`config.mk`:
```
export PLATFORM = sky130hd
export DESIGN_NAME = record_batch_validator
export DESIGN_NICKNAME = d
export VERILOG_FILES = /design/src/rtl/core/rbv_pkg.sv /design/src/rtl/core/rbv_front.sv /design/src/rtl/core/rbv_queue.sv /design/src/rtl/core/rbv_back.sv /design/src/rtl/core/record_batch_validator.sv
export SDC_FILE = /design/constraint.sdc
export NUM_CORES = 2
export LEC_CHECK = 0
export ABC_CLOCK_PERIOD_IN_PS = 39900
export CAP_MARGIN = 15
export CORE_MARGIN = 2
export CORE_UTILIZATION = 36
export CTS_CLUSTER_SIZE = 20
export DETAILED_ROUTE_END_ITERATION = 10
export DONT_BUFFER_PORTS = 1
export GPL_ROUTABILITY_DRIVEN = 0
export PLACE_DENSITY = 0.5
export RECOVER_POWER = 50
export SYNTH_ARGS = -nofsm -noshare
export SYNTH_HDL_FRONTEND = slang
export SYNTH_HIERARCHICAL = 1
export SYNTH_SLANG_ARGS = --single-unit
```
`constraint.sdc`:
```
create_clock -name clk -period 39.9 [get_ports clk]
set_input_delay 7.98 -clock clk [delete_from_list [all_inputs] [get_ports clk]]
set_output_delay 7.98 -clock clk [all_outputs]
set_load 0.02 [all_outputs]
```
`src/rtl/core/rbv_pkg.sv`:
```
// Shared types, constants and the CRC-32C byte step for the record batch validator.
// Used by every module of the block; depends on nothing else.
`timescale 1ns / 1ps
`default_nettype none

package rbv_pkg;

  // Header layout: byte positions where each little-endian field starts.
  localparam logic [31:0] POS_LEN   = 32'd8;
  localparam logic [31:0] POS_CRC   = 32'd12;
  localparam logic [31:0] POS_ATTR  = 32'd16;
  localparam logic [31:0] POS_PID   = 32'd18;
  localparam logic [31:0] POS_EPOCH = 32'd26;
  localparam logic [31:0] POS_SEQ   = 32'd28;
  localparam logic [31:0] POS_RC    = 32'd32;
  localparam logic [31:0] HDR_BYTES = 32'd36;
  localparam logic [31:0] HDR_LAST  = HDR_BYTES - 32'd1;

  // The batch total counts from the end of the length field.
  localparam logic [31:0] LEN_END   = POS_CRC;

  // Reflected CRC-32C.
  localparam logic [31:0] CRC_POLY  = 32'h82F6_3B78;
  localparam logic [31:0] CRC_INIT  = 32'hFFFF_FFFF;

  // Result kinds.
  localparam logic KIND_PAYLOAD = 1'b0;
  localparam logic KIND_VERDICT = 1'b1;

  // Decoupling queue between the front and back parts.
  localparam int QDEPTH = 2;
  localparam int QPTR_W = $clog2(QDEPTH);
  localparam int QCNT_W = $clog2(QDEPTH + 1);

  typedef enum logic [2:0] {
    ST_OK      = 3'd0,
    ST_TRUNC   = 3'd1,
    ST_NEG_LEN = 3'd2,
    ST_BAD_LEN = 3'd3,
    ST_CRC     = 3'd4
  } status_t;

  // One queue entry: what a single input byte causes.
  typedef struct packed {
    logic        has_payload;
    logic [7:0]  payload_byte;
    logic        has_verdict;
    status_t     status;
    logic        hdr_valid;
    logic [63:0] batch_base;
    logic [15:0] attributes;
    logic [63:0] writer_id;
    logic [15:0] writer_epoch;
    logic [31:0] first_seq;
    logic [31:0] rec_count;
    logic [31:0] batch_size;
  } rbv_entry_t;

  // Queue status seen by the front and back parts.
  typedef struct packed {
    logic valid;
    logic full;
  } rbv_qstat_t;

  // One byte of reflected CRC-32C, bit by bit.
  function automatic logic [31:0] crc32c_byte(input logic [31:0] crc, input logic [7:0] b);
    logic [31:0] c;
    c = crc ^ {24'h0, b};
    for (int k = 0; k < 8; k++) begin
      c = c[0] ? ((c >> 1) ^ CRC_POLY) : (c >> 1);
    end
    return c;
  endfunction

endpackage

`default_nettype wire

```
`src/rtl/core/rbv_front.sv`:
```
// Front part: accepts bytes, parses the batch header, runs the CRC and classifies
// each byte into a queue entry. Depends on rbv_pkg.
`timescale 1ns / 1ps
`default_nettype none

module rbv_front
  import rbv_pkg::*;
(
  input  logic       clk,
  input  logic       rst,
  input  logic       in_valid,
  output logic       in_ready,
  input  logic [7:0] data_byte,
  input  logic       end_of_span,
  input  logic       cfg_write,
  input  logic       cfg_data,
  input  rbv_qstat_t q_stat,
  output logic       q_push,
  output rbv_entry_t q_entry
);

  // Span state.
  logic [31:0] byte_position;
  logic        verdict_done;
  logic [31:0] running_crc;
  logic        peek_mode;

  // Header field registers; every lane is written before it is used.
  logic [63:0] batch_base_reg;
  logic [31:0] length_reg;
  logic [31:0] header_crc_reg;
  logic [15:0] attributes_reg;
  logic [63:0] writer_id_reg;
  logic [15:0] writer_epoch_reg;
  logic [31:0] first_seq_reg;
  logic [31:0] rec_count_reg;

  logic [63:0] batch_base_next;
  logic [31:0] length_next;
  logic [31:0] header_crc_next;
  logic [15:0] attributes_next;
  logic [63:0] writer_id_next;
  logic [15:0] writer_epoch_next;
  logic [31:0] first_seq_next;
  logic [31:0] rec_count_next;
  logic [31:0] running_crc_next;

  logic [31:0] total;
  logic        crc_match;
  logic [2:0]  pid_lane;
  logic        accept;

  assign in_ready = !q_stat.full;
  assign accept   = in_valid && in_ready;
  assign pid_lane = byte_position[2:0] - POS_PID[2:0];

  // Merge the incoming byte into the header field it belongs to.
  always_comb begin
    batch_base_next   = batch_base_reg;
    length_next       = length_reg;
    header_crc_next   = header_crc_reg;
    attributes_next   = attributes_reg;
    writer_id_next    = writer_id_reg;
    writer_epoch_next = writer_epoch_reg;
    first_seq_next    = first_seq_reg;
    rec_count_next    = rec_count_reg;
    if (byte_position < POS_LEN) begin
      batch_base_next[{byte_position[2:0], 3'b000} +: 8] = data_byte;
    end else if (byte_position < POS_CRC) begin
      length_next[{byte_position[1:0], 3'b000} +: 8] = data_byte;
    end else if (byte_position < POS_ATTR) begin
      header_crc_next[{byte_position[1:0], 3'b000} +: 8] = data_byte;
    end else if (byte_position < POS_PID) begin
      attributes_next[{byte_position[0], 3'b000} +: 8] = data_byte;
    end else if (byte_position < POS_EPOCH) begin
      writer_id_next[{pid_lane, 3'b000} +: 8] = data_byte;
    end else if (byte_position < POS_SEQ) begin
      writer_epoch_next[{byte_position[0], 3'b000} +: 8] = data_byte;
    end else if (byte_position < POS_RC) begin
      first_seq_next[{byte_position[1:0], 3'b000} +: 8] = data_byte;
    end else if (byte_position < HDR_BYTES) begin
      rec_count_next[{byte_position[1:0], 3'b000} +: 8] = data_byte;
    end
  end

  // CRC covers everything from the attributes field onward.
  always_comb begin
    running_crc_next = running_crc;
    if (byte_position >= POS_ATTR) begin
      running_crc_next = crc32c_byte(running_crc, data_byte);
    end
  end

  assign total     = LEN_END + {1'b0, length_next[30:0]};
  assign crc_match = ((running_crc_next ^ CRC_INIT) == header_crc_next);

  // Classify the byte into payload and verdict results.
  always_comb begin
    q_entry = '0;
    if (byte_position >= HDR_LAST) begin
      q_entry.hdr_valid    = 1'b1;
      q_entry.batch_base   = batch_base_next;
      q_entry.attributes   = attributes_next;
      q_entry.writer_id    = writer_id_next;
      q_entry.writer_epoch = writer_epoch_next;
      q_entry.first_seq    = first_seq_next;
      q_entry.rec_count    = rec_count_next;
      q_entry.batch_size   = total;
    end
    if (byte_position < HDR_LAST) begin
      q_entry.has_verdict = end_of_span;
      q_entry.status      = ST_TRUNC;
    end else if (byte_position == HDR_LAST) begin
      q_entry.has_verdict = 1'b1;
      if (length_next[31]) begin
        q_entry.status     = ST_NEG_LEN;
        q_entry.batch_size = '0;
      end else if (total < HDR_BYTES) begin
        q_entry.status = ST_BAD_LEN;
      end else if (peek_mode) begin
        q_entry.status = ST_OK;
      end else if (total == HDR_BYTES) begin
        q_entry.status = crc_match ? ST_OK : ST_CRC;
      end else begin
        q_entry.has_verdict = end_of_span;
        q_entry.status      = ST_BAD_LEN;
      end
    end else begin
      q_entry.has_payload  = 1'b1;
      q_entry.payload_byte = data_byte;
      if (byte_position == total - 32'd1) begin
        q_entry.has_verdict = 1'b1;
        q_entry.status      = crc_match ? ST_OK : ST_CRC;
      end else if (end_of_span) begin
        q_entry.has_verdict = 1'b1;
        q_entry.status      = ST_BAD_LEN;
      end
    end
  end

  assign q_push = accept && !verdict_done && (q_entry.has_payload || q_entry.has_verdict);

  // Span control state; the end of a span always restarts parsing.
  always_ff @(posedge clk) begin
    if (rst) begin
      byte_position <= '0;
      verdict_done  <= 1'b0;
      running_crc   <= CRC_INIT;
    end else if (accept) begin
      if (end_of_span) begin
        byte_position <= '0;
        verdict_done  <= 1'b0;
        running_crc   <= CRC_INIT;
      end else if (!verdict_done) begin
        byte_position <= byte_position + 32'd1;
        verdict_done  <= q_entry.has_verdict;
        running_crc   <= running_crc_next;
      end
    end
  end

  // Header field capture.
  always_ff @(posedge clk) begin
    if (accept && !verdict_done) begin
      batch_base_reg   <= batch_base_next;
      length_reg       <= length_next;
      header_crc_reg   <= header_crc_next;
      attributes_reg   <= attributes_next;
      writer_id_reg    <= writer_id_next;
      writer_epoch_reg <= writer_epoch_next;
      first_seq_reg    <= first_seq_next;
      rec_count_reg    <= rec_count_next;
    end
  end

  // Mode register.
  always_ff @(posedge clk) begin
    if (rst) begin
      peek_mode <= 1'b0;
    end else if (cfg_write) begin
      peek_mode <= cfg_data;
    end
  end

endmodule

`default_nettype wire

```
`src/rtl/core/rbv_queue.sv`:
```
// Short queue of classified entries between the front and back parts.
// Depends on rbv_pkg.
`timescale 1ns / 1ps
`default_nettype none

module rbv_queue
  import rbv_pkg::*;
(
  input  logic       clk,
  input  logic       rst,
  input  logic       push,
  input  rbv_entry_t push_entry,
  input  logic       pop,
  output rbv_qstat_t stat,
  output rbv_entry_t head
);

  rbv_entry_t        slots [QDEPTH];
  logic [QPTR_W-1:0] wr_ptr;
  logic [QPTR_W-1:0] rd_ptr;
  logic [QCNT_W-1:0] count;

  assign stat.valid = (count != '0);
  assign stat.full  = (count == QCNT_W'(QDEPTH));
  assign head       = slots[rd_ptr];

  // Pointers and fill count.
  always_ff @(posedge clk) begin
    if (rst) begin
      wr_ptr <= '0;
      rd_ptr <= '0;
      count  <= '0;
    end else begin
      if (push) begin
        wr_ptr <= wr_ptr + 1'b1;
      end
      if (pop) begin
        rd_ptr <= rd_ptr + 1'b1;
      end
      if (push && !pop) begin
        count <= count + 1'b1;
      end else if (pop && !push) begin
        count <= count - 1'b1;
      end
    end
  end

  // Entry storage.
  always_ff @(posedge clk) begin
    if (push) begin
      slots[wr_ptr] <= push_entry;
    end
  end

endmodule

`default_nettype wire

```
`src/rtl/core/rbv_back.sv`:
```
// Back part: turns queue entries into result transactions in an output register,
// payload before verdict. Depends on rbv_pkg.
`timescale 1ns / 1ps
`default_nettype none

module rbv_back
  import rbv_pkg::*;
(
  input  logic               clk,
  input  logic               rst,
  input  rbv_qstat_t         q_stat,
  input  rbv_entry_t         q_head,
  output logic               q_pop,
  output logic               out_valid,
  input  logic               out_ready,
  output logic               kind,
  output logic [7:0]         payload_byte,
  output logic [2:0]         status,
  output logic signed [63:0] batch_base,
  output logic [15:0]        attributes,
  output logic signed [63:0] writer_id,
  output logic signed [15:0] writer_epoch,
  output logic signed [31:0] first_seq,
  output logic signed [31:0] rec_count,
  output logic [31:0]        batch_size,
  output logic signed [63:0] final_offset,
  output logic               is_last
);

  // Set once the payload half of a two-result entry has gone out.
  logic        payload_sent;
  logic        load;
  logic        sel_payload;
  logic [63:0] final_offset_calc;

  assign load        = q_stat.valid && (!out_valid || out_ready);
  assign sel_payload = q_head.has_payload && !payload_sent;
  assign q_pop       = load && (!sel_payload || !q_head.has_verdict);

  assign final_offset_calc = q_head.hdr_valid
    ? (q_head.batch_base + {{32{q_head.rec_count[31]}}, q_head.rec_count} - 64'd1)
    : 64'd0;

  // Output valid and split tracking.
  always_ff @(posedge clk) begin
    if (rst) begin
      out_valid    <= 1'b0;
      payload_sent <= 1'b0;
    end else begin
      if (load) begin
        out_valid    <= 1'b1;
        payload_sent <= sel_payload && q_head.has_verdict;
      end else if (out_ready) begin
        out_valid <= 1'b0;
      end
    end
  end

  // Output payload register.
  always_ff @(posedge clk) begin
    if (load) begin
      if (sel_payload) begin
        kind         <= KIND_PAYLOAD;
        payload_byte <= q_head.payload_byte;
        status       <= ST_OK;
        batch_base   <= '0;
        attributes   <= '0;
        writer_id    <= '0;
        writer_epoch <= '0;
        first_seq    <= '0;
        rec_count    <= '0;
        batch_size   <= '0;
        final_offset <= '0;
        is_last      <= 1'b0;
      end else begin
        kind         <= KIND_VERDICT;
        payload_byte <= '0;
        status       <= q_head.status;
        batch_base   <= q_head.batch_base;
        attributes   <= q_head.attributes;
        writer_id    <= q_head.writer_id;
        writer_epoch <= q_head.writer_epoch;
        first_seq    <= q_head.first_seq;
        rec_count    <= q_head.rec_count;
        batch_size   <= q_head.batch_size;
        final_offset <= final_offset_calc;
        is_last      <= 1'b1;
      end
    end
  end

endmodule

`default_nettype wire

```
`src/rtl/core/record_batch_validator.sv`:
```
// Record batch validator: header parse and CRC-32C check of one batch per span.
// Top level; instantiates rbv_front, rbv_queue and rbv_back, depends on rbv_pkg.
//
// Usage:
//   Input channel (in_valid/in_ready) carries one byte per transaction, with
//   end_of_span on the last byte of a span. Output channel (out_valid/out_ready)
//   carries result transactions: record payload bytes (kind 0) in decode mode,
//   then one verdict (kind 1, is_last 1) per span with the parsed header fields.
//   peek_mode is written through cfg_write/cfg_data while the block is idle.
// Path: a byte is classified combinationally and its entry is written into the queue
//   at the edge that accepts it; the back loads the entry into the output register.
// Throughput: one byte per cycle while the queue has room. The byte that closes a
//   batch with a payload byte and a verdict yields two output transactions; the
//   two-entry queue between the classifying front and the output back absorbs that.
// Reset (rst, synchronous) empties the queue and output register, clears
//   peek_mode and starts a fresh span.
// When the receiver stalls, the output register holds, the queue fills and
//   in_ready drops once it is full; no transaction is lost.
`timescale 1ns / 1ps
`default_nettype none

module record_batch_validator
  import rbv_pkg::*;
(
  input  logic               clk,
  input  logic               rst,
  input  logic               in_valid,
  output logic               in_ready,
  input  logic [7:0]         data_byte,
  input  logic               end_of_span,
  input  logic               cfg_write,
  input  logic               cfg_data,
  output logic               out_valid,
  input  logic               out_ready,
  output logic               kind,
  output logic [7:0]         payload_byte,
  output logic [2:0]         status,
  output logic signed [63:0] batch_base,
  output logic [15:0]        attributes,
  output logic signed [63:0] writer_id,
  output logic signed [15:0] writer_epoch,
  output logic signed [31:0] first_seq,
  output logic signed [31:0] rec_count,
  output logic [31:0]        batch_size,
  output logic signed [63:0] final_offset,
  output logic               is_last
);

  rbv_qstat_t q_stat;
  rbv_entry_t q_entry;
  rbv_entry_t q_head;
  logic       q_push;
  logic       q_pop;

  // Byte parsing and classification.
  rbv_front u_front (
    .clk         (clk),
    .rst         (rst),
    .in_valid    (in_valid),
    .in_ready    (in_ready),
    .data_byte   (data_byte),
    .end_of_span (end_of_span),
    .cfg_write   (cfg_write),
    .cfg_data    (cfg_data),
    .q_stat      (q_stat),
    .q_push      (q_push),
    .q_entry     (q_entry)
  );

  // Decoupling queue.
  rbv_queue u_queue (
    .clk        (clk),
    .rst        (rst),
    .push       (q_push),
    .push_entry (q_entry),
    .pop        (q_pop),
    .stat       (q_stat),
    .head       (q_head)
  );

  // Result sequencing and output register.
  rbv_back u_back (
    .clk          (clk),
    .rst          (rst),
    .q_stat       (q_stat),
    .q_head       (q_head),
    .q_pop        (q_pop),
    .out_valid    (out_valid),
    .out_ready    (out_ready),
    .kind         (kind),
    .payload_byte (payload_byte),
    .status       (status),
    .batch_base   (batch_base),
    .attributes   (attributes),
    .writer_id    (writer_id),
    .batch_size   (batch_size),
    .writer_epoch (writer_epoch),
    .first_seq    (first_seq),
    .rec_count    (rec_count),
    .final_offset (final_offset),
    .is_last      (is_last)
  );

  // Every queued entry carries at least one result.
  assert property (@(posedge clk) disable iff (rst)
    q_stat.valid |-> (q_head.has_payload || q_head.has_verdict))
    else $error("queue entry without any result");

  // Payload transactions carry status ok and never close a batch.
  assert property (@(posedge clk) disable iff (rst)
    (out_valid && kind == KIND_PAYLOAD) |-> (status == ST_OK && !is_last))
    else $error("payload transaction with verdict markings");

  // A truncated-header verdict reports no size and no final offset.
  assert property (@(posedge clk) disable iff (rst)
    (out_valid && kind == KIND_VERDICT && status == ST_TRUNC)
      |-> (batch_size == 32'd0 && final_offset == 64'sd0))
    else $error("truncated verdict with nonzero size fields");

endmodule

`default_nettype wire

```
After elaboration in Yosys (flattened, before gate mapping) --
Memories as Yosys holds them, arrays and structs flattened. A register that Yosys moved wholly into a read port is not among the register bits. Cells that the tools add are included.
Operators by class: add/subtract/negate cells 14, $lt $le $gt $ge 12, equal/unequal tests 6, shifts and indexed selects 8, multiplexer cells 87, bitwise gates (word level) 11, reductions and logical operators 25
Operators by type and width (number):
- $mux W32 | 36
- $mux W64 | 6
- $mux W257 | 1
- $mux W16 | 10
- $not A16 Y17 | 8
- $bwmux W32 | 4
- $bwmux W64 | 2
- $lt A32 B5 Y1 const B | 4
- $lt A32 B6 Y1 const B | 4
- $shift A8 B8 Y64 const A | 2
- $shiftx A8 B8 Y64 | 2
- $add A64 B64 Y64 | 1
- $eq A32 B32 Y1 | 2
- $eq A32 B6 Y1 const B | 2
- $lt A32 B4 Y1 const B | 2
- $sub A64 B1 Y64 const B | 1
- $add A32 B1 Y32 const B | 1
- $add A4 B31 Y32 const A | 1
- $bwmux W16 | 2
- $ge A32 B5 Y1 const B | 1
- $ge A32 B6 Y1 const B | 1
- $not A32 Y32 | 1
- $shift A8 B7 Y32 const A | 1
- $shiftx A8 B7 Y32 | 1
- other kinds (25) | 67
Storage, ports and cells: bits in registers 692, bits in writable memories 540, input bits 15, output and inout port bits 335, logic and storage cells 192, memories 1
Memory list:
- u_queue.slots | words 2, bits a word 270, rd ports 1, clocked after memory_dff 1, write ports 1, RTL line rbv_queue.sv:18 | rbv_entry_t slots [QDEPTH];

Depth between registers and ports, before layout --
word-level depth 33, mapped depth 27, gate-level depth less buffers 21

Modules after synthesis --
The synthesis kept the hierarchy.
Modules (own cells, without submodules):
- rbv_front | times used 1, cells each 2240, area each 21320.4 µm², sequential area each 9969.6 µm²
- rbv_queue | times used 1, cells each 862, area each 20508.4 µm², sequential area each 16315.6 µm²
- rbv_back | times used 1, cells each 1559, area each 17329.1 µm², sequential area each 10009.6 µm²

Least setup slack after synthesis --
Ideal clock, no wire load.
path type input to register, from input port data_byte[2], to memory u_queue/slots[0][0] (netlist bit), enable pin, setup time 0.939 ns, data arrival time 23.196 ns, required time 38.961 ns, path slack 15.766 ns, stages 17, path buffers 2, cells stage by stage clkbuf_1 nand2_1 o21a_1 ha_1 clkbuf_1 nor3b_1 mux2i_2 or4_1 o21ai_1 nand3_1 nor2_1 nand4_1 a21oi_1 nor4_1 o21a_1 nor2_1 nor2b_1
On the way: cells in the longest elaborated chain, start to end 16, elaborated cells on any way between the ends 20, classes of those cells add/sub: 2; order compare: 1; eq/ne: 2; shift: 1; mux: 12; reduce/logical: 2
Ends and longest elaborated chain:
- start: declaration | RTL line record_batch_validator.sv:29 | input logic [7:0] data_byte,
- $shiftx A8 B7 Y32 * | RTL line rbv_front.sv:70 | length_next[{byte_position[1:0], 3'b000} +: 8] = data_byte;
- $bwmux W32 * | RTL line rbv_front.sv:70
- $mux W32 * | RTL line rbv_front.sv:69 | end else if (byte_position < POS_CRC) begin
- $mux W32 * | RTL line rbv_front.sv:67 | if (byte_position < POS_LEN) begin
- branches (longest 6 deep; another with $add A4 B31 Y32)
- $mux W4 * | RTL line rbv_front.sv:113 | end else if (byte_position == HDR_LAST) begin
- $mux W4 * | RTL line rbv_front.sv:110 | if (byte_position < HDR_LAST) begin
- $logic_or A1 B1 Y1 * | RTL line rbv_front.sv:141 | assign q_push = accept && !verdict_done && (q_entry.has_payload || q_entry.has_verdict);
- $logic_and A1 B1 Y1 * | RTL line rbv_front.sv:141
- via q_push | RTL line record_batch_validator.sv:52 | logic q_push;
- $mux W1 * | RTL line rbv_queue.sv:50 | if (push) begin
- $mux W1 (not written as such) * | RTL line rbv_queue.sv:51 | slots[wr_ptr] <= push_entry;
- end: declaration | RTL line rbv_queue.sv:18
Mark *: on every way through the listed nets, which the timed path passes.

Worst setup path after layout --
from input port in_valid, to register u_front.running_crc[24]
On the way: cells in the longest elaborated chain, start to end 2
Ends and longest elaborated chain:
- start: declaration | RTL line record_batch_validator.sv:27 | input logic in_valid,
- $logic_and A1 B1 Y1 | RTL line rbv_front.sv:54 | assign accept = in_valid && in_ready;
- $reduce_and A2 Y1 (no line)
- end signal: assignment | RTL line rbv_front.sv:157 | running_crc <= running_crc_next;
- end: declaration | RTL line rbv_front.sv:25 | logic [31:0] running_crc;
No other way between the ends. A chain may end at the register's enable or synchronous reset.

==> run metrics <==
Synth top cells by count=1160 x edfxtp_1, 433 x and2_1, 385 x nand2_1, 304 x nor2_1, 281 x inv_1; via count=35986; # DRC=0; sequential area share after synthesis=0.614; worst-margin pin slew=between 6 and 7 ns; clk buf depth=3; Slew headroom=-3.04; Max Cap Violations=15; Num CTS Buffers=139; Area contributors post-synth=edfxtp_1 59%, mux2_4 5.1%, and2_1 4.6%; final antenna-violating net count=0; CTS tree=done; min-delay src=u_back/payload_sent$_SDFFE_PP0P_; Starting Density=0.363; violated checks=capacitance limit, slew limit; Rows=roughly 150; total grt overflow=0; setup_tns=0 ns; final hold vios=0; hold-critical path depth=2; final worst-path cycle share=0.389; Post-CTS Setup Inserts=0; PD cells=73.3 mW/mm²; vias per cell=5.19; Critical Path Source Type=input port; Starting DRT DRC Count=3666; WL per Instance=about 25 µm; input/output buffers=0; crit-path max FO=roughly 90; dpl cell area=0.0613 mm²; number of H-tree levels=4; Setup WS post-layout=24.39 ns; full die area=0.168 mm²; RSZ-0062 raised after global routing=false; total nets after synthesis=4819; TritonRoute pass-1 iters=6; R2R cell count=15; Slew Viols, Final=816; setup slack, reg-to-reg=25.06 ns; I/O pin count=350; Syn Area/Cell=12.7 µm²; Cells after Synth=4661; Endpoint, Worst Hold=u_back/payload_sent$_SDFFE_PP0P_; Max Freq=64.5 MHz; fin area=0.0655 mm²; initial antenna violation count=10; root buffer selected by CTS=clkbuf_16; first-pass GRT wire length=246 mm; worst clock skew=0.0427 ns; Die X=409 µm; YS warnings=6; synthesis-stage register bit count=~1200; Setup Crit Path Kind=in -> reg; EDFF count, synth=1160; top_reg_cell synth=edfxtp_1; drt total wl=~170 mm; Critical Path Sink Type=flop; RR Endpoint=u_back/final_offset[50]$_SDFFCE_PP0P_; Layout Nets=4799; Synth async-reset ratio=0; Worst VDD drop=0.0613 mV; dpl ws=~25 ns; run status=complete, but fails checks; WP data required=40.53 ns; layout cell share with drive strength beyond 1=0.109; GR Util All Layers=0.199; post-synth top area cell=edfxtp_1; Die Y-Extent=409 µm; Reg clk slew, reported paths=roughly 0.060 ns; CTS sink cnt=roughly 1200; crit path time final=15.51 ns; Resize count post-CTS=0; count of different cell masters after synthesis=90; Area Overhead vs Synth=10.7%; Clk Latency, worst-skew pair=0.80 ns; core area=0.163 mm²; largest net degree at the start of global routing=141; number of global-route vias before repair=34753; Layout fillers=15543; Synth Cell Area=slightly below 0.06 mm²; Largest register FFs=540; cts hold-fix bufs=0; hold_ws=0.497 ns; Pwr Total=4.80 mW; worst min path class=reg -> reg; most frequent cell after synthesis=edfxtp_1; post-synth top area share=0.589; Reg with most FFs=u_queue/slots; Pleak=23.6 nW; hpwl dp=~120 mm; final setup vio count=0; Worst Path Arrival=16.14 ns
## worst max-delay path, cell delays in order
cell	delay, ns
nor2b_1	0.16
nand2b_1	0.08
clkbuf_1	1.09
clkinvlp_2	4.02
nand2_1	2.39
mux2i_1	0.28
nand2_1	0.07
## cells by family after synthesis
kind of cell | Yosys count | share of synthesized area
buffers and inverters | 499 | 0.0356
and+or+nand+nor | 1498 | 0.130
muxes | 387 | 0.0859
xor gates and xnor gates | 256 | 0.0382
adders and majority gates | 143 | 0.0304
DFF | 1233 | 0.614
AOI/OAI and AO/OA | 645 | 0.0662
## layout make-up
cell class                 instances  area, µm²  area share
sequential                      1233      36300       0.554
multi-input combinational       2929      20400       0.312
clock buffer                     168       3600      0.0549
tap                             2175       2720      0.0416
inverter                         282       1060      0.0162
clock inverter                    87        968      0.0148
timing repair buffer              56        384     0.00587
antenna                            4       10.0    0.000153
## through the flow
step,instances,utilization
finish,6934,0.402
floorplan,4661,-
global placement,6673,0.376
CTS,6928,0.404
global route,6930,0.402
detailed placement,6673,0.376
## how the worst max path moves through the flow
| stage | startpoint | to | slack, ns | cells past startpoint |
|---|---|---|---|---|
| final | in_valid | u_front/running_crc[24]$_SDFFE_PP1P_ | 24.39 | 7 |
| after CTS | data_byte[2] | u_queue/slots[1][185]$_DFFE_PP_ | 26.11 | 17 |
| after global placement | data_byte[4] | u_queue/slots[1][103]$_DFFE_PP_ | 25.37 | 16 |
| after floorplan | data_byte[2] | u_queue/slots[0][0]$_DFFE_PP_ | 15.77 | 17 |
| after detailed placement | data_byte[2] | u_queue/slots[1][101]$_DFFE_PP_ | 25.28 | 17 |
| after global routing | flop | u_back/final_offset[50]$_SDFFCE_PP0P_ | 23.52 | 15 |
## metal layers
| layer | global-route usage | wire [µm] |
|---|---|---|
| met1 | 0.286 | 78900 |
| met2 | 0.302 | 75900 |
| met3 | 0.0421 | 11400 |
| met4 | 0.0532 | 4230 |
| met5 | 0 | 13 |
## placed cells by master, fill, tap and decap left out, drive strengths merged, types with 8 or more instances in the layout
master,Yosys,layout
edfxtp,1160,1160
and2,435,435
nand2,386,386
mux2,361,361
nor2,305,305
inv,281,287
o21ai,275,275
clkbuf,167,182
xnor2,161,161
a21oi,150,150
ha,142,142
xor2,95,95
dfxtp,73,73
nor3,72,72
nand3,62,62
clkinv,1,60
a21o,51,51
buf,49,42
nand4,39,39
nor4,37,37
and3,32,32
o211ai,32,32
o21a,27,27
mux2i,26,26
or3,23,23
nor2b,17,17
o21bai,16,16
or2,16,16
a31oi,14,14
a211oi,14,14
bufinv,0,13
and4,12,12
nand2b,11,11
nor3b,11,11
or4,10,10
clkinvlp,0,9
nand3b,8,8
nor4b,8,8
## power by group
part	total, mW	internal [mW]	switching, mW
sequential	2.09	1.81	0.278
combinational	1.43	0.499	0.934
clock	1.28	0.736	0.543
No activity file was read; power rests on OpenSTA's default activity.
